## config.mk

```make
export PLATFORM = sky130hd
export DESIGN_NAME = ssc_queue
export DESIGN_NICKNAME = d
export VERILOG_FILES = /design/src/rtl/ssc_pkg.sv /design/src/rtl/ssc_queue.sv
export SDC_FILE = /design/constraint.sdc
export NUM_CORES = 1
export LEC_CHECK = 0
export ABC_AREA = 1
export BUFFER_PORTS_ARGS = -buffer_cell sky130_fd_sc_hd__buf_2
export CORE_MARGIN = 1.5
export CORE_UTILIZATION = 45
export DETAILED_ROUTE_END_ITERATION = 6
export HOLD_SLACK_MARGIN = 0.12
export PLACE_DENSITY = 0.69
export SLEW_MARGIN = 10
export SYNTH_ARGS = -nofsm -noshare
export SYNTH_HDL_FRONTEND = slang
export SYNTH_SLANG_ARGS = --single-unit
```

## constraint.sdc

```tcl
create_clock -name clock -period 7.5 [get_ports clock]
set_input_delay 1.125 -clock clock [delete_from_list [all_inputs] [get_ports clock]]
set_output_delay 1.125 -clock clock [all_outputs]
set_load 0.01 [all_outputs]
```

## src/rtl/ssc_pkg.sv

```systemverilog
// ----------------------------------------------------------------------------
// ssc_pkg: shared definitions for the segment / strip crossing block
// Widths, register indexes, reset values and the types passed between the
// front end, the queue and the back end.
// ----------------------------------------------------------------------------
`default_nettype none

package ssc_pkg;

   localparam int COORD_FRAC_BITS = 16;
   localparam int COEF_FRAC_BITS  = 14;

   localparam int COORD_W = 32;
   localparam int COEF_W  = 16;
   localparam int ROW_W   = 3 * COEF_W;
   localparam int LOC_W   = 32;
   localparam int OFS_W   = 32;
   localparam int HW_W    = 31;

   localparam int PROD_W = COEF_W + COORD_W;
   localparam int ACC_W  = PROD_W + 2;
   localparam int SUM_W  = ACC_W + 1;
   localparam int DIFF_W = LOC_W + 1;
   localparam int XB_W   = LOC_W + 1;
   localparam int T_W    = COORD_FRAC_BITS + 1;
   localparam int MP_W   = T_W + 1 + DIFF_W;
   localparam int XC_W   = DIFF_W + 2;

   localparam int QDEPTH = 4;
   localparam int QPTR_W = $clog2(QDEPTH);
   localparam int QCNT_W = $clog2(QDEPTH + 1);

   localparam int FRONT_STAGES = 4;
   localparam int BACK_STAGES  = 3;
   localparam int RSP_LATENCY  = FRONT_STAGES + 1 + T_W + BACK_STAGES;

   localparam int CSR_DATA_W  = 64;
   localparam int CSR_ADDR_W  = 6;
   localparam int CSR_IDX_LSB = 3;
   localparam int CSR_IDX_W   = CSR_ADDR_W - CSR_IDX_LSB;

   localparam logic [CSR_IDX_W-1:0] REG_X_COEFS   = 3'd0;
   localparam logic [CSR_IDX_W-1:0] REG_X_OFFSET  = 3'd1;
   localparam logic [CSR_IDX_W-1:0] REG_Z_COEFS   = 3'd2;
   localparam logic [CSR_IDX_W-1:0] REG_Z_OFFSET  = 3'd3;
   localparam logic [CSR_IDX_W-1:0] REG_HALF_WIDTH = 3'd4;

   localparam int COEF_ONE = 1 << COEF_FRAC_BITS;

   localparam logic [ROW_W-1:0] X_COEFS_RST = ROW_W'(COEF_ONE);
   localparam logic [ROW_W-1:0] Z_COEFS_RST = ROW_W'(COEF_ONE) << (2 * COEF_W);
   localparam logic [HW_W-1:0]  HW_RST      = HW_W'(1 << COORD_FRAC_BITS);

   localparam logic signed [LOC_W-1:0] LOC_MAX = {1'b0, {(LOC_W-1){1'b1}}};
   localparam logic signed [LOC_W-1:0] LOC_MIN = {1'b1, {(LOC_W-1){1'b0}}};

   typedef struct packed {
      logic [ROW_W-1:0] x_row_coefs;
      logic [OFS_W-1:0] x_row_offset;
      logic [ROW_W-1:0] z_row_coefs;
      logic [OFS_W-1:0] z_row_offset;
      logic [HW_W-1:0]  half_width;
   } ssc_cfg_type;

   typedef struct packed {
      logic signed [COORD_W-1:0] x;
      logic signed [COORD_W-1:0] y;
      logic signed [COORD_W-1:0] z;
   } ssc_point_type;

   // classified segment, as handed from the front end to the back end
   typedef struct packed {
      logic                     in_range;
      logic                     beg_inside;
      logic [DIFF_W-1:0]        num;
      logic [DIFF_W-1:0]        den;
      logic signed [LOC_W-1:0]  xb;
      logic signed [DIFF_W-1:0] dx;
      logic signed [LOC_W-1:0]  zb;
   } ssc_item_type;

   typedef struct packed {
      logic                    hit;
      logic                    dist_valid;
      logic signed [LOC_W-1:0] distance;
   } ssc_result_type;

endpackage

`default_nettype wire

```

## src/rtl/ssc_queue.sv

```systemverilog
// ----------------------------------------------------------------------------
// ssc_queue: classified segment queue
// Short first-in first-out buffer between the front end and the back end.
// The head is handed on in every cycle in which the queue holds an entry.
// ----------------------------------------------------------------------------
`default_nettype none

module ssc_queue (
   input  logic                  clock,
   input  logic                  reset,
   input  logic                  push,
   input  ssc_pkg::ssc_item_type push_item,
   output logic                  full,
   output logic                  pop_valid,
   output ssc_pkg::ssc_item_type pop_item
);
   import ssc_pkg::*;

   ssc_item_type      entry_ff [QDEPTH];
   logic [QPTR_W-1:0] wr_ptr_ff, wr_ptr_in;
   logic [QPTR_W-1:0] rd_ptr_ff, rd_ptr_in;
   logic [QCNT_W-1:0] count_ff, count_in;
   logic              pop;

   assign full      = (count_ff == QCNT_W'(QDEPTH));
   assign pop_valid = (count_ff != '0);
   assign pop       = pop_valid;
   assign pop_item  = entry_ff[rd_ptr_ff];

   always_comb begin
      wr_ptr_in = push ? QPTR_W'(wr_ptr_ff + 1'b1) : wr_ptr_ff;
      rd_ptr_in = pop ? QPTR_W'(rd_ptr_ff + 1'b1) : rd_ptr_ff;
      case ({push, pop})
         2'b10:   count_in = QCNT_W'(count_ff + 1'b1);
         2'b01:   count_in = QCNT_W'(count_ff - 1'b1);
         default: count_in = count_ff;
      endcase
   end

   always_ff @(posedge clock) begin
      if (reset) begin
         wr_ptr_ff <= '0;
         rd_ptr_ff <= '0;
         count_ff  <= '0;
      end else begin
         wr_ptr_ff <= wr_ptr_in;
         rd_ptr_ff <= rd_ptr_in;
         count_ff  <= count_in;
      end
   end

   always_ff @(posedge clock) begin
      if (push) begin
         entry_ff[wr_ptr_ff] <= push_item;
      end
   end

endmodule

`default_nettype wire

```

Word-level counts from Yosys, hierarchy flattened --
Memory sizes are Yosys's and may differ from the RTL's. A register that Yosys moved wholly into a read port is not among the register bits. Index checks and enable logic that the tools add are counted. W data, S select, Z words.
Storage, ports and cells: logic and storage cells 18, register bits 7, output and inout port bits 167, bits in writable memories 660, bits of input ports 168, memories kept 1
Operators by class: multiplexer cells 5, equality and inequality tests 3, reduce and logical (&&, ||, !) cells 2, add/sub/neg operators 4
Memory list:
- entry_ff | depth 4, width 165, rd ports 1, clocked after Yosys merged registers in 1, wr ports 1, RTL line ssc_queue.sv:19 | ssc_item_type entry_ff [QDEPTH];
Operator list (count):
- $pmux W3 S2 | 1
- $add A2 B1 Y2 const B | 2
- $mux W2 | 2
- $add A3 B1 Y3 const B | 1
- $eq A3 B3 Y1 const B | 1
- $reduce_bool A3 Y1 | 1
- $sub A3 B1 Y3 const B | 1
- $eq A2 B1 Y1 const B | 1
- $eq A2 B2 Y1 const B | 1
- $mux W1 | 2
- $reduce_bool A2 Y1 | 1

Logic depth before layout (Yosys ltp) --
depth in word-level cells 3, mapped depth 11, mapped depth without buffers 11

Worst setup path before layout --
No wires, ideal clock.
kind input to register, from in push, to mem entry_ff[0][0] (netlist bit) (enable), data required time 6983 ps, slack 2652 ps, arrival 4330 ps, buffers on the path 0, library setup time 517 ps, stages 2, cells stage by stage nand2_1 -> inv_1
On the way: word-level cells in the longest chain between the ends 2
RTL lines:
- start, declared | RTL line ssc_queue.sv:11 | input logic push,
- $mux W1 | RTL line ssc_queue.sv:53 | if (push) begin
- $mux W1 (not written as such) | RTL line ssc_queue.sv:54 | entry_ff[wr_ptr_ff] <= push_item;
- end, declared | RTL line ssc_queue.sv:19
No other way between the ends.

==> impl_metrics.py <==
metrics = {
    "yosys": {
        "synthesis.nets": 1830,
        "synth_top_area_share_pct": 79.5,
        "avgSynthCellArea_sq_um": 15.0,
        "synth_xor_area_share_pct": 0,
        "syn_inst": 1656,
        "synth_top_family_by_area": "compound AO/OA/AOI/OAI gates",
        "synth_top_area_cell": "edfxtp_1",
        "netlist_area_sq_um": 24900,
        "synth_mux_area_share_pct": 0,
        "seq_area_frac_synth_pct": 80.3,
        "synth_fa_ha_area_share_pct": 0.331,
        "synth-seq-cells": 669,
        "yosys_warnings": 0,
        "synth_compound_area_share_pct": 11.0,
        "yosysUniqueCellTypes": 20,
        "synth_simple_gate_area_share_pct": 5.32,
        "synthTopCellsByArea": "edfxtp_1 (80%), o21ai_0 (5.4%), nor2_1 (5.0%), o22ai_1 (4.1%), buf_6 (1.5%)",
    },
    "clocking": {
        "htree_levels": 3,
        "cts_tree": "yes",
        "cts_root_buffer": "clkbuf_16",
        "clk_latency_ns": 0.58,
        "hold_buffers": 0,
        "cts.clk_slew.worst_paths_ns": 0.05,
        "clock-sinks": 669,
        "cts_setup_buffers": 0,
        "numCtsBuffers": 70,
        "ctsResizeCount": 0,
        "clk_path_buf_depth": 3,
    },
    "pwr": {
        "ir_drop_mv": 0.244,
        "p_total_mw": 10.6,
        "pwr_density_cell_nw_per_um2": 365,
        "power.leakage_nw": 10.0,
    },
    "setup_path": {
        "worst_setup_path_start_kind": "flop",
        "crit_path_end_kind": "output port",
        "cp_max_fo": 104,
        "critPathTopFamily": "buffers and inverters",
        "max_stage_delay_ns": 0.81,
        "worst_path_max_delay_cell": "buf_4",
        "cp_num_buf_inv": 3,
        "cp_common_cell": "buf_4",
        "critical_path_class": "reg2out",
        "critPathArrivalTime_ns": 3.61,
        "crit_required_ns": 6.38,
        "worstPathCellList": "buf_4 > buf_4 > o21ai_0 > o22ai_1 > buf_2",
    },
    "final_layout": {
        "layout.nets": 2139,
        "most-common-layout-cells": "edfxtp_1 (660), nor2_1 (335), buf_2 (334)",
        "areaGrowthSynthToFinish_pct": 16.7,
        "drive_above_1_share_pct": 22.2,
        "final_common_cell": "edfxtp_1",
    },
    "detailed_routing": {
        "wirelength_mm": 54.5,
        "dr_total_vias": 14900,
        "drc": 0,
        "wl_per_cell_um": 20.0,
        "drtIter0Drc": 1103,
        "ant_nets": 0,
        "via_per_inst": 5.48,
        "first_pass_iters": 5,
    },
    "sta": {
        "max_freq_mhz": 211,
        "hold_viol_final": 0,
        "setup_viol": 0,
        "skew_ns": 0.0172,
        "period_share_pct": 63.2,
        "whs_ns": 0.542,
        "min_period_ns": 4.74,
        "fin_tns_setup_ns": 0,
        "rsz0062_at_grt": "false",
        "tightest_slew_ns": 1.22,
        "drv_slew": 0,
        "relSlewSlack_pct": 18.4,
    },
    "floorplanning": {
        "rows": 86,
        "start_util_pct": 45.4,
        "dieArea_sq_um": 56800,
        "die_h_um": 238,
        "io_pins": 335,
        "core_sq_um": 54900,
        "die_x_um": 238,
    },
    "global_routing": {
        "groute.usage.overall_pct": 18.8,
        "grt_pass1_vias": 14800,
        "grt-ovfl-total": 0,
        "antenna_found_initial": 10,
        "grt_pass1_wl_mm": 82.8,
        "grt_max_degree": 173,
    },
    "flow_run": {
        "max_cap_violations": 0,
    },
    "placement": {
        "gp_congestion": 0.749,
        "hpwl_mm": 29.5,
        "portBuffers": 334,
    },
    "run_status": {
        "status": "finished, final reports clean",
    },
    "worst_hold_path": {
        "hold_class": "reg2reg",
    },
}
-- registers in the layout (all words and copies together), names as in the netlist, named ones only --
name	cells
count_ff	3
wr_ptr_ff	2
rd_ptr_ff	2
entry_ff	660
-- cell families (layout without fill, tap and decap cells) --
kind of cell / Yosys count / after routing
buffers and inverters: 126 / 482
other: 0 / 5
AOI/OAI and AO/OA: 504 / 504
and+or+nand+nor: 351 / 351
adders and majority gates: 6 / 6
DFF: 669 / 669
-- path summary, 6_finish.rpt --
check / startpoint / endpoint / slack (ns) / depth (start not counted)
min: wr_ptr_ff[1] / wr_ptr_ff[1] / 0.54 / 2
max: flop / pop_item[73] / 2.76 / 5
max reg2reg: wr_ptr_ff[0] / entry_ff[0][83] / 4.99 / 5
min reg2reg: wr_ptr_ff[1] / wr_ptr_ff[1] / 0.54 / 2
-- metrics by stage --
stage,std cells,cell area (sq um),worst slack [ns],utilization [%]
final,2721,29100,2.76,53.0
after global routing,2718,29100,2.45,53.0
after CTS,2716,29100,2.75,53.0
after detailed placement,2597,26900,3.38,49.1
after global placement,2597,26900,3.45,49.1
after floorplan,1656,24900,2.65,-
-- report_power, final --
part	total, mW	switching (mW)	leakage, nW	internal (mW)
registers	4.38	0.0901	6.14	4.29
logic	3.00	2.03	2.84	0.964
clock network	3.24	1.36	1.05	1.88
-- metal layers --
metal | GRT usage, % | wire length [um] | vias up
met5 | 0 | 70 | -
met4 | 6.67 | 1210 | 12
met3 | 4.86 | 4160 | 99
met2 | 30.9 | 26800 | 475
met1 | 24.2 | 22300 | 7437
li1 | - | - | 6894
-- cell usage after synthesis --
library cell,n
ha_1,5
buf_2,15
o22ai_1,165
dfxtp_1,9
nand3_1,3
inv_1,16
nor3_1,1
o21ai_1,67
nand4_1,1
fa_1,1
edfxtp_1,660
nor2_1,335
buf_8,3
buf_6,33
clkbuf_1,57
buf_4,1
a21oi_1,5
inv_8,1
o21ai_0,267
nand2_1,11
-- cell type report --
type                            instances  area (sq um)
Tap cell                              704           881
Clock buffer                           79          1790
Inverter                               17          93.8
Antenna cell                            5          12.5
Sequential cell                       669         20000
Fill cell                            4419         25800
Timing Repair Buffer                  346          1810
Clock inverter                         40           352
Multi-Input combinational cell        861          4140
-- worst register-to-register path, cell delays in order, from the launching register on --
cell	delay, ns
dfxtp_1	0.32
inv_1	0.11
ha_1	0.15
nand2_1	0.10
inv_6	0.57
buf_4	0.83
No activity file was read; power rests on OpenSTA's default activity.
